File: config.mk
export PLATFORM = sky130hd
export DESIGN_NAME = optical_disc_transport_trick_play_top_flat
export DESIGN_NICKNAME = d
export VERILOG_FILES = /design/src/hw/rtl/odtp_pkg.sv /design/src/hw/rtl/odtp_if.sv /design/src/hw/rtl/odtp_trick.sv /design/src/hw/rtl/optical_disc_transport_trick_play_top.sv /design/src/flat_wrapper.sv
export SDC_FILE = /design/constraint.sdc
export NUM_CORES = 1
export LEC_CHECK = 0
export BUFFER_PORTS_ARGS = -buffer_cell sky130_fd_sc_hd__buf_2
export CAP_MARGIN = 20
export CORE_AREA = 2 2 224 226
export DETAILED_ROUTE_END_ITERATION = 7
export DIE_AREA = 0 0 226 228
export PLACE_DENSITY = 0.54
export SETUP_SLACK_MARGIN = 0.02
export SLEW_MARGIN = 20
export SYNTH_ARGS = -nofsm -noshare
export SYNTH_HDL_FRONTEND = slang
export SYNTH_SLANG_ARGS = --single-unit
File: constraint.sdc
create_clock -name clk -period 11.49 [get_ports clk]
set_clock_uncertainty 0.15 [all_clocks]
set_input_delay 0.5745 -clock clk [delete_from_list [all_inputs] [get_ports clk]]
set_output_delay 0.5745 -clock clk [all_outputs]
set_load 0.01 [all_outputs]
File: src/hw/rtl/odtp_pkg.sv
package odtp_pkg;

    localparam int SECTOR_W  = 24;
    localparam int LATENCY_W = 16;
    localparam int REPEAT_W  = 7;
    localparam int STEP_W    = 6;
    localparam int REQ_W     = 3;
    localparam int MODE_W    = 3;
    localparam int APB_AW    = 5;
    localparam int APB_DW    = 32;

    localparam logic [SECTOR_W-1:0] OPEN_END = 24'hFFFFFF;

    typedef enum logic [MODE_W-1:0] {
        MODE_INACTIVE = 3'd0,
        MODE_STOPPED  = 3'd1,
        MODE_SEEKING  = 3'd2,
        MODE_PLAYING  = 3'd3,
        MODE_PAUSED   = 3'd4,
        MODE_READING  = 3'd5
    } mode_t;

    typedef enum logic [REQ_W-1:0] {
        REQ_SEEK_PLAY  = 3'd0,
        REQ_SEEK_PAUSE = 3'd1,
        REQ_SEEK_READ  = 3'd2,
        REQ_TICK       = 3'd3,
        REQ_PLAY       = 3'd4,
        REQ_PAUSE      = 3'd5,
        REQ_STOP       = 3'd6
    } req_t;

    typedef enum logic [1:0] {
        PB_NORMAL     = 2'd0,
        PB_FRAME_SKIP = 2'd1,
        PB_FRAME_STEP = 2'd2,
        PB_FAST_FWD   = 2'd3
    } pb_mode_t;

    // register indexes on the configuration port
    localparam logic [2:0] REG_PLAYBACK_MODE   = 3'd0;
    localparam logic [2:0] REG_PLAYBACK_SPEED  = 3'd1;
    localparam logic [2:0] REG_REVERSE         = 3'd2;
    localparam logic [2:0] REG_STOP_ENABLE     = 3'd3;
    localparam logic [2:0] REG_STOP_SECTOR     = 3'd4;
    localparam logic [2:0] REG_END_SECTOR      = 3'd5;
    localparam logic [2:0] REG_DISC_END_SECTOR = 3'd6;
    localparam logic [2:0] REG_LASER_MODEL     = 3'd7;

    typedef struct packed {
        logic [STEP_W-1:0]   step;         // two's complement sector step
        logic [REPEAT_W-1:0] repeat_next;
    } trick_t;

    // frame step: ticks a frame is held before moving on
    function automatic logic [REPEAT_W-1:0] step_repeats(input logic [2:0] spd);
        logic [REPEAT_W-1:0] r;
        case (spd)
            3'd2:    r = 7'd2;
            3'd3:    r = 7'd4;
            3'd4:    r = 7'd8;
            3'd5:    r = 7'd16;
            3'd6:    r = 7'd30;
            3'd7:    r = 7'd90;
            default: r = 7'd0;
        endcase
        return r;
    endfunction

    // fast forward sector step per speed code
    function automatic logic [4:0] ff_step(input logic [2:0] spd);
        logic [4:0] s;
        case (spd)
            3'd1:    s = 5'd2;
            3'd2:    s = 5'd3;
            3'd3:    s = 5'd8;
            3'd4:    s = 5'd14;
            3'd5:    s = 5'd20;
            default: s = 5'd1;
        endcase
        return s;
    endfunction

endpackage

File: src/hw/rtl/odtp_if.sv
interface odtp_in_if;
    logic                                valid;
    logic                                ready;
    logic [odtp_pkg::REQ_W-1:0]          req_type;
    logic [odtp_pkg::SECTOR_W-1:0]       target_sector;
    logic [odtp_pkg::LATENCY_W-1:0]      seek_latency;

    modport source (output valid, output req_type, output target_sector,
                    output seek_latency, input ready);
    modport sink   (input valid, input req_type, input target_sector,
                    input seek_latency, output ready);
endinterface

interface odtp_out_if;
    logic                                valid;
    logic                                ready;
    logic                                sector_valid;
    logic [odtp_pkg::SECTOR_W-1:0]       read_sector;
    logic [odtp_pkg::MODE_W-1:0]         mode_now;
    logic                                stop_point_hit;
    logic                                ended;

    modport source (output valid, output sector_valid, output read_sector,
                    output mode_now, output stop_point_hit, output ended,
                    input ready);
    modport sink   (input valid, input sector_valid, input read_sector,
                    input mode_now, input stop_point_hit, input ended,
                    output ready);
endinterface

File: src/hw/rtl/odtp_trick.sv
module odtp_trick (
    input  logic [1:0]                      playback_mode,
    input  logic [2:0]                      playback_speed,
    input  logic                            reverse,
    input  logic [odtp_pkg::REPEAT_W-1:0]   repeat_count,
    output odtp_pkg::trick_t                trick
);

    logic [4:0]                    mag;
    logic                          apply_dir;
    logic [odtp_pkg::REPEAT_W-1:0] rc_inc;
    logic [odtp_pkg::REPEAT_W-1:0] rc_next;

    assign rc_inc = repeat_count + 7'd1;

    always_comb
    begin
        mag       = 5'd1;
        apply_dir = 1'b0;
        rc_next   = '0;
        case (odtp_pkg::pb_mode_t'(playback_mode))
            odtp_pkg::PB_FRAME_STEP:
            begin
                apply_dir = 1'b1;
                if (playback_speed == 3'd0)
                begin
                    mag = 5'd0;
                end
                else if (playback_speed == 3'd1)
                begin
                    mag = 5'd1;
                end
                else
                begin
                    // hold the frame until the repeat count is reached
                    if (rc_inc >= odtp_pkg::step_repeats(playback_speed))
                    begin
                        mag = 5'd1;
                    end
                    else
                    begin
                        mag     = 5'd0;
                        rc_next = rc_inc;
                    end
                end
            end
            odtp_pkg::PB_FAST_FWD:
            begin
                apply_dir = 1'b1;
                mag       = odtp_pkg::ff_step(playback_speed);
            end
            default:
            begin
                mag = 5'd1;
            end
        endcase
    end

    always_comb
    begin
        trick.repeat_next = rc_next;
        if (apply_dir && reverse)
        begin
            trick.step = 6'd0 - {1'b0, mag};
        end
        else
        begin
            trick.step = {1'b0, mag};
        end
    end

endmodule

File: src/hw/rtl/optical_disc_transport_trick_play_top.sv
// Disc transport controller with laser-model trick play. Every request (seek, sector tick,
// play, pause, stop) yields one result in the output or skid register; a new request can
// be accepted every cycle while the skid entry is empty, so the two-entry output buffer
// keeps requests flowing while a result waits downstream. Seek latency is counted down on
// sector ticks; the step per tick comes from the playback mode, speed and reverse
// registers when the laser model is on and the read is open ended. Configuration registers
// sit at APB byte address 4*index; the user must write them only while idle (unenforced).
module optical_disc_transport_trick_play_top (
    input  logic                          clk,
    input  logic                          rst_n,
    odtp_in_if.sink                       req,
    odtp_out_if.source                    rsp,
    input  logic                          psel,
    input  logic                          penable,
    input  logic                          pwrite,
    input  logic [odtp_pkg::APB_AW-1:0]   paddr,
    input  logic [odtp_pkg::APB_DW-1:0]   pwdata,
    output logic [odtp_pkg::APB_DW-1:0]   prdata,
    output logic                          pready
);

    localparam int SW = odtp_pkg::SECTOR_W;
    localparam int RW = 1 + SW + odtp_pkg::MODE_W + 1 + 1;

    // configuration
    logic [1:0]    pb_mode_reg;
    logic [2:0]    pb_speed_reg;
    logic          reverse_reg;
    logic          stop_en_reg;
    logic [SW-1:0] stop_sector_reg;
    logic [SW-1:0] end_sector_reg;
    logic [SW-1:0] disc_end_reg;
    logic          laser_reg;

    // transport state
    odtp_pkg::mode_t                mode_reg, mode_next;
    odtp_pkg::mode_t                after_seek_reg, after_seek_next;
    logic [odtp_pkg::LATENCY_W-1:0] latency_reg, latency_next;
    logic [SW-1:0]                  cur_sector_reg, cur_sector_next;
    logic [SW-1:0]                  start_sector_reg, start_sector_next;
    logic [odtp_pkg::REPEAT_W-1:0]  repeat_reg, repeat_next;
    logic                           open_ended_reg, open_ended_next;

    // result
    logic          res_valid;
    logic [SW-1:0] res_sector;
    logic          res_hit;
    logic          res_ended;
    logic [RW-1:0] res_word;

    logic          out_valid_reg, skid_valid_reg;
    logic [RW-1:0] out_data_reg, skid_data_reg;

    logic accept;
    logic pop;
    logic cfg_wr;

    odtp_pkg::trick_t trick;

    logic [odtp_pkg::LATENCY_W-1:0] lat_dec;
    logic                           seek_done;
    odtp_pkg::mode_t                tick_mode;
    logic [SW-1:0]                  tick_sector;
    logic [SW-1:0]                  end_eff;
    logic                           trick_en;
    logic [odtp_pkg::STEP_W-1:0]    step;
    logic [SW+1:0]                  next_pos;
    logic                           in_disc;

    assign pready = 1'b1;
    assign cfg_wr = psel && penable && pwrite;

    always_ff @(posedge clk or negedge rst_n)
    begin
        if (!rst_n)
        begin
            pb_mode_reg     <= '0;
            pb_speed_reg    <= '0;
            reverse_reg     <= 1'b0;
            stop_en_reg     <= 1'b0;
            stop_sector_reg <= '0;
            end_sector_reg  <= '0;
            disc_end_reg    <= '0;
            laser_reg       <= 1'b0;
        end
        else if (cfg_wr)
        begin
            case (paddr[4:2])
                odtp_pkg::REG_PLAYBACK_MODE:   pb_mode_reg     <= pwdata[1:0];
                odtp_pkg::REG_PLAYBACK_SPEED:  pb_speed_reg    <= pwdata[2:0];
                odtp_pkg::REG_REVERSE:         reverse_reg     <= pwdata[0];
                odtp_pkg::REG_STOP_ENABLE:     stop_en_reg     <= pwdata[0];
                odtp_pkg::REG_STOP_SECTOR:     stop_sector_reg <= pwdata[SW-1:0];
                odtp_pkg::REG_END_SECTOR:      end_sector_reg  <= pwdata[SW-1:0];
                odtp_pkg::REG_DISC_END_SECTOR: disc_end_reg    <= pwdata[SW-1:0];
                odtp_pkg::REG_LASER_MODEL:     laser_reg       <= pwdata[0];
                default:                       ;
            endcase
        end
    end

    always_comb
    begin
        case (paddr[4:2])
            odtp_pkg::REG_PLAYBACK_MODE:   prdata = {30'd0, pb_mode_reg};
            odtp_pkg::REG_PLAYBACK_SPEED:  prdata = {29'd0, pb_speed_reg};
            odtp_pkg::REG_REVERSE:         prdata = {31'd0, reverse_reg};
            odtp_pkg::REG_STOP_ENABLE:     prdata = {31'd0, stop_en_reg};
            odtp_pkg::REG_STOP_SECTOR:     prdata = {8'd0, stop_sector_reg};
            odtp_pkg::REG_END_SECTOR:      prdata = {8'd0, end_sector_reg};
            odtp_pkg::REG_DISC_END_SECTOR: prdata = {8'd0, disc_end_reg};
            odtp_pkg::REG_LASER_MODEL:     prdata = {31'd0, laser_reg};
            default:                       prdata = '0;
        endcase
    end

    odtp_trick u_trick (
        .playback_mode  (pb_mode_reg),
        .playback_speed (pb_speed_reg),
        .reverse        (reverse_reg),
        .repeat_count   (repeat_reg),
        .trick          (trick)
    );

    // seek countdown and the sector the tick works on
    assign lat_dec   = latency_reg - 16'd1;
    assign seek_done = (latency_reg == '0) || (lat_dec == '0);
    always_comb
    begin
        tick_mode   = mode_reg;
        tick_sector = cur_sector_reg;
        if (mode_reg == odtp_pkg::MODE_SEEKING && seek_done)
        begin
            tick_mode   = after_seek_reg;
            tick_sector = start_sector_reg;
        end
    end

    assign end_eff  = open_ended_reg ? odtp_pkg::OPEN_END : end_sector_reg;
    assign trick_en = laser_reg && (end_eff == odtp_pkg::OPEN_END);
    assign step     = trick_en ? trick.step : 6'd1;
    assign next_pos = {2'b00, tick_sector} + {{(SW-4){step[odtp_pkg::STEP_W-1]}}, step};
    // top bit set means the step went below sector zero
    assign in_disc  = !next_pos[SW+1] && (next_pos[SW:0] < {1'b0, disc_end_reg});

    always_comb
    begin
        mode_next         = mode_reg;
        after_seek_next   = after_seek_reg;
        latency_next      = latency_reg;
        cur_sector_next   = cur_sector_reg;
        start_sector_next = start_sector_reg;
        repeat_next       = repeat_reg;
        open_ended_next   = open_ended_reg;
        res_valid         = 1'b0;
        res_sector        = '0;
        res_hit           = 1'b0;
        res_ended         = 1'b0;
        case (odtp_pkg::req_t'(req.req_type))
            odtp_pkg::REQ_SEEK_PLAY, odtp_pkg::REQ_SEEK_PAUSE, odtp_pkg::REQ_SEEK_READ:
            begin
                mode_next         = odtp_pkg::MODE_SEEKING;
                start_sector_next = req.target_sector;
                latency_next      = req.seek_latency;
                open_ended_next   = (req.req_type != odtp_pkg::REQ_SEEK_READ);
                case (odtp_pkg::req_t'(req.req_type))
                    odtp_pkg::REQ_SEEK_PLAY:  after_seek_next = odtp_pkg::MODE_PLAYING;
                    odtp_pkg::REQ_SEEK_PAUSE: after_seek_next = odtp_pkg::MODE_PAUSED;
                    default:                  after_seek_next = odtp_pkg::MODE_READING;
                endcase
            end
            odtp_pkg::REQ_TICK:
            begin
                if (mode_reg == odtp_pkg::MODE_SEEKING)
                begin
                    if (latency_reg != '0)
                    begin
                        latency_next = lat_dec;
                    end
                    if (seek_done)
                    begin
                        mode_next       = after_seek_reg;
                        cur_sector_next = start_sector_reg;
                    end
                end
                if ((mode_reg != odtp_pkg::MODE_SEEKING || seek_done) &&
                    (tick_mode == odtp_pkg::MODE_PLAYING ||
                     tick_mode == odtp_pkg::MODE_READING))
                begin
                    res_valid  = 1'b1;
                    res_sector = tick_sector;
                    if (trick_en)
                    begin
                        repeat_next = trick.repeat_next;
                    end
                    if (in_disc)
                    begin
                        cur_sector_next = next_pos[SW-1:0];
                        if (next_pos[SW-1:0] == end_eff)
                        begin
                            mode_next = odtp_pkg::MODE_INACTIVE;
                            res_ended = 1'b1;
                        end
                        res_hit = laser_reg && stop_en_reg &&
                                  (next_pos[SW-1:0] == stop_sector_reg);
                    end
                    else
                    begin
                        mode_next = odtp_pkg::MODE_INACTIVE;
                        res_ended = 1'b1;
                    end
                end
            end
            odtp_pkg::REQ_PLAY, odtp_pkg::REQ_PAUSE:
            begin
                if (mode_reg == odtp_pkg::MODE_SEEKING)
                begin
                    after_seek_next = (req.req_type == odtp_pkg::REQ_PLAY) ?
                                      odtp_pkg::MODE_PLAYING : odtp_pkg::MODE_PAUSED;
                end
                else
                begin
                    mode_next = (req.req_type == odtp_pkg::REQ_PLAY) ?
                                odtp_pkg::MODE_PLAYING : odtp_pkg::MODE_PAUSED;
                end
            end
            odtp_pkg::REQ_STOP:
            begin
                mode_next = odtp_pkg::MODE_STOPPED;
            end
            default:
            begin
                mode_next = mode_reg;
            end
        endcase
    end

    assign res_word = {res_valid, res_sector, mode_next, res_hit, res_ended};

    always_ff @(posedge clk or negedge rst_n)
    begin
        if (!rst_n)
        begin
            mode_reg         <= odtp_pkg::MODE_INACTIVE;
            after_seek_reg   <= odtp_pkg::MODE_INACTIVE;
            latency_reg      <= '0;
            cur_sector_reg   <= '0;
            start_sector_reg <= '0;
            repeat_reg       <= '0;
            open_ended_reg   <= 1'b0;
        end
        else if (accept)
        begin
            mode_reg         <= mode_next;
            after_seek_reg   <= after_seek_next;
            latency_reg      <= latency_next;
            cur_sector_reg   <= cur_sector_next;
            start_sector_reg <= start_sector_next;
            repeat_reg       <= repeat_next;
            open_ended_reg   <= open_ended_next;
        end
    end

    // output register plus skid entry
    assign req.ready = !skid_valid_reg;
    assign accept    = req.valid && !skid_valid_reg;
    assign pop       = out_valid_reg && rsp.ready;

    always_ff @(posedge clk or negedge rst_n)
    begin
        if (!rst_n)
        begin
            out_valid_reg  <= 1'b0;
            skid_valid_reg <= 1'b0;
        end
        else
        begin
            if (skid_valid_reg)
            begin
                if (pop)
                begin
                    out_valid_reg  <= 1'b1;
                    skid_valid_reg <= 1'b0;
                end
            end
            else if (accept)
            begin
                if (!out_valid_reg || pop)
                begin
                    out_valid_reg <= 1'b1;
                end
                else
                begin
                    skid_valid_reg <= 1'b1;
                end
            end
            else if (pop)
            begin
                out_valid_reg <= 1'b0;
            end
        end
    end

    always_ff @(posedge clk)
    begin
        if (skid_valid_reg)
        begin
            if (pop)
            begin
                out_data_reg <= skid_data_reg;
            end
        end
        else if (accept)
        begin
            if (!out_valid_reg || pop)
            begin
                out_data_reg <= res_word;
            end
            else
            begin
                skid_data_reg <= res_word;
            end
        end
    end

    assign rsp.valid          = out_valid_reg;
    assign rsp.sector_valid   = out_data_reg[RW-1];
    assign rsp.read_sector    = out_data_reg[RW-2 -: SW];
    assign rsp.mode_now       = out_data_reg[odtp_pkg::MODE_W+1 -: odtp_pkg::MODE_W];
    assign rsp.stop_point_hit = out_data_reg[1];
    assign rsp.ended          = out_data_reg[0];

endmodule

File: src/flat_wrapper.sv
// flat-port wrapper written by rule: the top's interface ports become plain ports
module optical_disc_transport_trick_play_top_flat 
  (clk, rst_n, psel, penable, pwrite, paddr, pwdata, prdata, pready, req_valid, req_req_type, req_target_sector, req_seek_latency, req_ready, rsp_valid, rsp_sector_valid, rsp_read_sector, rsp_mode_now, rsp_stop_point_hit, rsp_ended, rsp_ready);
  odtp_in_if req_i ();
  odtp_out_if rsp_i ();
  input  logic clk;
  input  logic rst_n;
  input  logic psel;
  input  logic penable;
  input  logic pwrite;
  input  logic [odtp_pkg::APB_AW-1:0] paddr;
  input  logic [odtp_pkg::APB_DW-1:0] pwdata;
  output logic [odtp_pkg::APB_DW-1:0] prdata;
  output logic pready;
  input wire logic [$bits(req_i.valid)-1:0] req_valid;
  input wire logic [$bits(req_i.req_type)-1:0] req_req_type;
  input wire logic [$bits(req_i.target_sector)-1:0] req_target_sector;
  input wire logic [$bits(req_i.seek_latency)-1:0] req_seek_latency;
  output wire logic [$bits(req_i.ready)-1:0] req_ready;
  output wire logic [$bits(rsp_i.valid)-1:0] rsp_valid;
  output wire logic [$bits(rsp_i.sector_valid)-1:0] rsp_sector_valid;
  output wire logic [$bits(rsp_i.read_sector)-1:0] rsp_read_sector;
  output wire logic [$bits(rsp_i.mode_now)-1:0] rsp_mode_now;
  output wire logic [$bits(rsp_i.stop_point_hit)-1:0] rsp_stop_point_hit;
  output wire logic [$bits(rsp_i.ended)-1:0] rsp_ended;
  input wire logic [$bits(rsp_i.ready)-1:0] rsp_ready;
  assign req_i.valid = req_valid;
  assign req_i.req_type = req_req_type;
  assign req_i.target_sector = req_target_sector;
  assign req_i.seek_latency = req_seek_latency;
  assign req_ready = req_i.ready;
  assign rsp_valid = rsp_i.valid;
  assign rsp_sector_valid = rsp_i.sector_valid;
  assign rsp_read_sector = rsp_i.read_sector;
  assign rsp_mode_now = rsp_i.mode_now;
  assign rsp_stop_point_hit = rsp_i.stop_point_hit;
  assign rsp_ended = rsp_i.ended;
  assign rsp_i.ready = rsp_ready;
  optical_disc_transport_trick_play_top u_core (.clk(clk), .rst_n(rst_n), .req(req_i), .rsp(rsp_i), .psel(psel), .penable(penable), .pwrite(pwrite), .paddr(paddr), .pwdata(pwdata), .prdata(prdata), .pready(pready));
endmodule
; After elaboration in Yosys (flattened, before gate mapping)
; Index checks and enable logic that the tools add are counted.
[totals]
output_inout_bits = 65
regBits = 220
elab_cells = 172
input_bits = 87
[classes]
n_mux = 62
reduce_logical = 48
order_cmp = 2
n_addsub = 4
bitwise = 2
eq_ne = 35
[ops]
columns = cell, count
row1 = 32-bit one-hot mux with 8 select lines, 1
row2 = 24-bit two-way mux, 8
row3 = 30-bit two-way mux, 4
row4 = 7-bit two-way mux, 7
row5 = 24-bit == test, 2
row6 = 7-bit one-hot mux with 6 select lines, 1
row7 = "3-bit == test, second input constant", 12
row8 = 16-bit zero test, 2
row9 = 16-bit two-way mux, 2
row10 = 16-bit one-hot mux with 2 select lines, 1
row11 = 3-bit two-way mux, 9
row12 = 25-bit by 6-bit adder with 26-bit output, 1
row13 = 25-bit by 24-bit less-than comparator with 1-bit output, 1
row14 = 5-bit one-hot mux with 5 select lines, 1
row15 = "24-bit == test, second input constant", 1
row16 = "3-bit by 2-bit == test with 1-bit output, second input constant", 8
row17 = 1-bit two-way mux, 22
row18 = 2-bit AND reduction, 10
row19 = 16-bit nonzero test, 1
row20 = "16-bit by 1-bit subtractor with 16-bit output, second input constant", 1
row21 = 6-bit two-way mux, 2
row22 = 3-bit one-hot mux with 2 select lines, 2
row23 = 3-bit one-hot mux with 4 select lines, 1
row24 = 3-bit AND reduction, 4
row25 = 18 further kinds, 49

; Depth between registers and ports, before layout
[depth]
ltp_word = 22
mapped_depth = 33
ltp_nobuf = 31

; Modules after synthesis
; From an unflattened synthesis, not the netlist that was laid out.
[hier_totals]
cells_unflattened = 1449
area_unflattened_um2 = 13942.1
[by_module_without_submodules]
columns = module, cells_each, instances, seq_area_each_um2, area_per_inst_um2
row1 = optical_disc_transport_trick_play_top, 1369, 1, 5805.6, 13405.4
row2 = odtp_trick, 80, 1, 0.0, 536.8

; Worst setup path before layout
; Ideal clock, no wire load.
[synth_path]
path_kind = register -> register
start = register u_core.pb_speed_reg[2]
end = register u_core.out_data_reg[3], data pin
period_less_slack_ps = 7352
t_required_ps = 11159
setup_time_ps = 181
path_slack_ps = 4138
t_arrival_ps = 7022
stages_incl_launch_ff = 33
n_path_buf = 2
path_cell_list = dfrtp_1 clkbuf_1 clkinv_1 ha_1 o21bai_1 ha_1 a21oi_1 o21ai_0 a2111oi_0 or3_1 o2111a_1 ha_1 a21oi_1 xnor2_1 and2_1 ha_1 and2_4 a221o_1 o211a_4 mux2_4 or2_4 inv_1 ha_1 o21ai_0 a21oi_1 o211ai_1 o211ai_1 a21oi_1 or3b_2 a31oi_1 a21bo_1 buf_6 o41ai_4
[synth_between]
elab_chain_len = 22
word_cells_on_any_way = 33
classes_between = add/sub: 2 / order compare: 2 / eq/ne: 8 / mux: 18 / reduce/logical: 3
[synth_lines]
columns = item, line_no
row1 = from (decl), optical_disc_transport_trick_play_top.sv:27  ; logic [2:0] pb_speed_reg;
row2 = from (signal assigned), optical_disc_transport_trick_play_top.sv:90  ; odtp_pkg::REG_PLAYBACK_SPEED: pb_speed_reg <= pwdata[2:0];
row3 = "3-bit == test, or another cell as far along", odtp_pkg.sv:58  ; case (spd)
row4 = 7-bit one-hot mux with 6 select lines, odtp_pkg.sv:58
row5 = 7-bit two-way mux, odtp_trick.sv:29  ; else if (playback_speed == 3'd1)
row6 = 7-bit two-way mux, odtp_trick.sv:25  ; if (playback_speed == 3'd0)
row7 = 7-bit two-way mux, odtp_trick.sv:21  ; case (odtp_pkg::pb_mode_t'(playback_mode))
row8 = 7-bit >= comparator, odtp_trick.sv:36  ; if (rc_inc >= odtp_pkg::step_repeats(playback_speed))
row9 = 1-bit two-way mux, odtp_trick.sv:36
row10 = 1-bit two-way mux, odtp_trick.sv:29
row11 = [... 6 more ...], --
row12 = "25-bit by 24-bit less-than comparator with 1-bit output, or another cell as far along", optical_disc_transport_trick_play_top.sv:144  ; assign in_disc = !next_pos[SW+1] && (next_pos[SW:0] < {1'b0, disc_end_reg});
row13 = 1-bit logical AND or 3-bit two-way mux (tied branches), "optical_disc_transport_trick_play_top.sv:144, optical_disc_transport_trick_play_top.sv:199"
row14 = 3-bit two-way mux *, optical_disc_transport_trick_play_top.sv:196  ; if (in_disc)
row15 = 3-bit two-way mux *, optical_disc_transport_trick_play_top.sv:186  ; if ((mode_reg != odtp_pkg::MODE_SEEKING || seek_done) &&
row16 = 3-bit one-hot mux with 4 select lines *, optical_disc_transport_trick_play_top.sv:159  ; case (odtp_pkg::req_t'(req.req_type))
row17 = 30-bit two-way mux *, optical_disc_transport_trick_play_top.sv:315  ; if (!out_valid_reg || pop)
row18 = 30-bit two-way mux *, optical_disc_transport_trick_play_top.sv:313  ; else if (accept)
row19 = 30-bit two-way mux *, optical_disc_transport_trick_play_top.sv:306  ; if (skid_valid_reg)
row20 = to (signal assigned), optical_disc_transport_trick_play_top.sv:310  ; out_data_reg <= skid_data_reg;
row21 = to (signal assigned), optical_disc_transport_trick_play_top.sv:317  ; out_data_reg <= res_word;
row22 = to (decl), optical_disc_transport_trick_play_top.sv:52  ; logic [RW-1:0] out_data_reg, skid_data_reg;
; Mark *: on every way between the ends. The rest lies on a longest branch, timed or not. The select of a mux whose other input is x is not followed.
; A chain may end at the register's enable or synchronous reset.

; Worst setup path in the final report
; Same ends and word-level chain as after synthesis.

==> results.md <==
- The main combinational cell family by area after synthesis is compound AO/OA/AOI/OAI gates.
- Among all cell types in the netlist, the one instantiated most often is sky130_fd_sc_hd__dfrtp_1.
- The final cycle utilization of the critical path is ~77%.
- The synthesis warning total is 0.
- The endpoint identified for the worst register-to-register timing path is u_core.out_data_reg[3].
- The placeable core area is roughly 0.05 mm².
- The reg-to-reg startpoint is u_core.pb_speed_reg[2].
- The congestion estimate from routability-driven global placement came to just under 0.9.
- From left edge to right edge, the die measures 226 µm.
- For hold timing, the worst endpoint is u_core.latency_reg[0].
- The instance area at placement is roughly 0.016 mm².
- The synthesized area divided by synthesized cell count is 9.54 µm².
- The count of final hold-check violations came to 0.
- The number of cells on the worst reg-to-reg path is 27.
- The number of distinct standard cells referenced by the synthesized netlist is between 90 and 100.
- In this run the post-CTS setup repair buffer count came out at 0.
- The total power is 2.85 mW.
- By count the netlist is led by sky130_fd_sc_hd__dfrtp_1, sky130_fd_sc_hd__nand2_1, sky130_fd_sc_hd__o21ai_0.
- The number of vias in the routed layout is ~12000.
- The number of buffer and inverter instances along the worst setup path is 2.
- The kind of path behind the tightest hold check is input pin to register.
- The die boundary height is about 230 µm.
- The power per cell area is 172 mW/mm².
- After clock tree synthesis, the clock-pin slew on the worst setup and hold paths is 60 ps.
- The synthesis-to-finish area growth is 14.3%.
- For this design the static power due to leakage is roughly 7.4 nW.
- The first-pass iteration count of the detailed router is 5.
- The HPWL reported at the end of detailed placement is 31500 µm.
- Before CTS, the worst setup slack after placement is roughly 2600 ps.
- In this run the worst path has a maximum fanout of 20.
- The number of clock sinks is 220.
- The utilization after layout is roughly a third.
- Counting the buffers created by CTS gives 26.
- The sum of routed wire length over all layers is around 42000 µm.
- The data required time at the worst endpoint is between 10000 and 15000 ps.
- The number of pins exceeding their max-slew limit in the final report was 0.
- Setup violations remaining at the end of the flow were counted as 0.
- The root buffer cell is sky130_fd_sc_hd__clkbuf_16.
- The die covers between 0.05 and 0.06 mm².
- Among all stages on the critical path, the largest delay is contributed by sky130_fd_sc_hd__nor3_1.
- The portion of synthesized area spent on multiplexers is 12.9%.
- The row count is just over 80.
- The main flop type after synthesis is sky130_fd_sc_hd__dfrtp_1.
- Summed over all instances, the cell type with the most area after synthesis is sky130_fd_sc_hd__dfrtp_1.
- Final hold analysis gives a worst-case slack of slightly below 90 ps.
- The number of buffers inserted by port buffering is approximately 130.
- The worst setup path category is register to register.
- In the final timing run, aggregate negative setup slack is 0 ps.
- After synthesis, the largest area contributor takes up ~28% of total cell area.
- The number of levels the H-tree was split into is 1.
- Based on the critical path, the design can be clocked at up to 113 MHz.
- The first global-routing pass estimated 66000 µm of wire.
- The proportion of register bits with asynchronous set or reset after synthesis is around 73%.
- The worst pin sits at a relative slew slack of between 30 and 40%.
- Buffers inserted to repair hold after CTS numbered 1.
- Once the floorplan was initialized, standard cells occupied 29.5% of the core.
- The detailed router finished its first iteration with 777 violations.
- The post-synthesis register bit count is 220.
- TritonCTS built the clock tree.
- The synthesized-area fraction occupied by ao, oa, aoi and oai cells is between 15 and 20%.
- Max-cap violations in this run came to 0.
- The biggest cell delay along the critical path is between 600 and 700 ps.
- The dominant delay contributor by cell family on the critical path is compound AO/OA/AOI/OAI gates.
- Setup repair after global routing left no endpoint under its margin.
- Dividing the detail-routed via count by the number of cells gives around 5.1.
- The synthesized netlist devotes 5.30% of its cell area to adder and majority cells.
- After global routing the overflow that remains totals 0.
- The worst setup path is captured at a register.
- The actual slew at the worst max-slew pin is between 900 and 1000 ps.
- The fill cell total of the finished layout is ~5100.
- In this run the cell area of the synthesized design comes to about 0.015 mm².
- By area the synthesized netlist is led by sky130_fd_sc_hd__dfrtp_1, sky130_fd_sc_hd__edfxtp_1, sky130_fd_sc_hd__mux2_2.
- The worst setup slack after layout is approximately 2600 ps.
- Once the clock tree was built, the resizer swapped 0 gates to a different size.
- The worst hold path was traced through 3 stages.
- The xor-xnor portion of the synthesized cell area is under 10%.
- The detail route stage leaves a number of antenna-violating nets equal to 0.
- The initial antenna violation count is 5.
- The number of buffers between clock root and the deepest sink is 3.
- The count of mapped cells out of synthesis is about 1500.
- Dividing the detail-routed wire length by the instance count gives ~18 µm.
- The proportion of layout cells with a drive suffix above 1 is 20.9%.
- The flow ran to the end, and the final reports show no timing, DRC or antenna violations.
- In the routed design, unresolved DRC markers number 0.
- The finished cells cover approximately 0.017 mm².
- The share of the Yosys chip area taken by registers is roughly 40%.
- The worst-case IR drop observed on VDD is 0.107 mV.
- The startpoint of the lowest-slack hold path is req_seek_latency[0].
- The final non-filler cell total is 2308.
- The I/O pin count is ~150.
- The worst setup path is launched from a register.
- In the final design database the tool counted 1765 nets.
- The total placed cells including tap cells is 2260.
- The post-synthesis simple-gate area fraction is between 15 and 20%.
- Across all register-to-register paths, the minimum setup slack is 2610 ps.
- The number of flops mapped to enable cells by yosys is 60.
- The number of global-route vias before repair is around 11000.
- The maximum number of pins on one net before global-route repair is 87.
- The clock period could shrink to about 8900 ps.
- The clock latency of the later-clocked register in the worst-skew pair is ~550 ps.
- Across every metal layer, demand over resource in global routing totals between 15 and 20%.
- The data arrival time at the worst-slack endpoint is between 9000 and 10000 ps.
## kinds of logic after synthesis
family / count (synthesis)
XOR/XNOR: 62
adder cells (fa/ha/maj): 61
AO/OA/AOI/OAI: 382
buffers and inverters: 159
other: 2
multiplexers: 170
AND/OR/NAND/NOR: 468
flip-flops: 220
## cells in the final DEF (no fill, tap or decap), types with 19 or more instances in the layout
cell,netlist,layout
sky130_fd_sc_hd__and2_1,29,29
sky130_fd_sc_hd__edfxtp_1,60,60
sky130_fd_sc_hd__xnor2_1,35,35
sky130_fd_sc_hd__inv_1,64,64
sky130_fd_sc_hd__nand3_1,25,25
sky130_fd_sc_hd__buf_2,16,131
sky130_fd_sc_hd__nor3_1,33,32
sky130_fd_sc_hd__nand4_1,25,25
sky130_fd_sc_hd__mux2_2,112,112
sky130_fd_sc_hd__clkbuf_16,0,27
sky130_fd_sc_hd__o21ai_0,115,115
sky130_fd_sc_hd__mux2i_1,54,54
sky130_fd_sc_hd__xor2_1,23,23
sky130_fd_sc_hd__dfrtp_1,160,160
sky130_fd_sc_hd__a21oi_1,95,95
sky130_fd_sc_hd__ha_1,60,60
sky130_fd_sc_hd__nand2_1,151,150
sky130_fd_sc_hd__o31ai_1,19,19
sky130_fd_sc_hd__nor2_1,102,101
## where the power goes
group	internal, mW	total (mW)	switching [mW]
combinational	0.370	0.865	0.495
sequential	1.03	1.20	0.169
clock	0.455	0.791	0.337
## final cells by class
cell class / count / area, µm² / area share [%]
clock inverter: 13 / 88.8 / 0.535
sequential: 220 / 5810 / 34.9
inverter: 67 / 251 / 1.51
timing repair buffer: 150 / 805 / 4.84
tap: 672 / 841 / 5.06
multi-input combinational: 1152 / 8120 / 48.8
antenna: 1 / 2.50 / 0.0151
clock buffer: 33 / 708 / 4.26
## worst min-delay path, stage by stage
cell,delay (ps)
sky130_fd_sc_hd__buf_2,70
sky130_fd_sc_hd__nand3_1,50
sky130_fd_sc_hd__nand2_1,60
## worst max-delay path by stage
stage | endpoint | from | slack, ps | cells past startpoint
after detailed placement | u_core.out_data_reg[3] | u_core.pb_speed_reg[2] | 2640 | 27
after global placement | u_core.out_data_reg[3] | u_core.pb_speed_reg[2] | 2700 | 27
final | u_core.out_data_reg[3] | u_core.pb_speed_reg[2] | 2610 | 27
after CTS | u_core.out_data_reg[3] | u_core.pb_speed_reg[2] | 2580 | 27
after global routing | u_core.out_data_reg[3] | u_core.pb_speed_reg[2] | 1850 | 27
after floorplan | u_core.out_data_reg[3] | u_core.pb_speed_reg[2] | 4140 | 32
## routing by layer
| layer | wire, µm | GRT usage [%] | up-vias |
|---|---|---|---|
| met5 | 55 | 0 | - |
| met4 | 769 | 3.70 | 8 |
| met3 | 2250 | 2.41 | 50 |
| met2 | 18100 | 24.3 | 269 |
| met1 | 20700 | 24.3 | 5723 |
| li1 | - | - | 5706 |
Power figures use the tool's default switching activity.
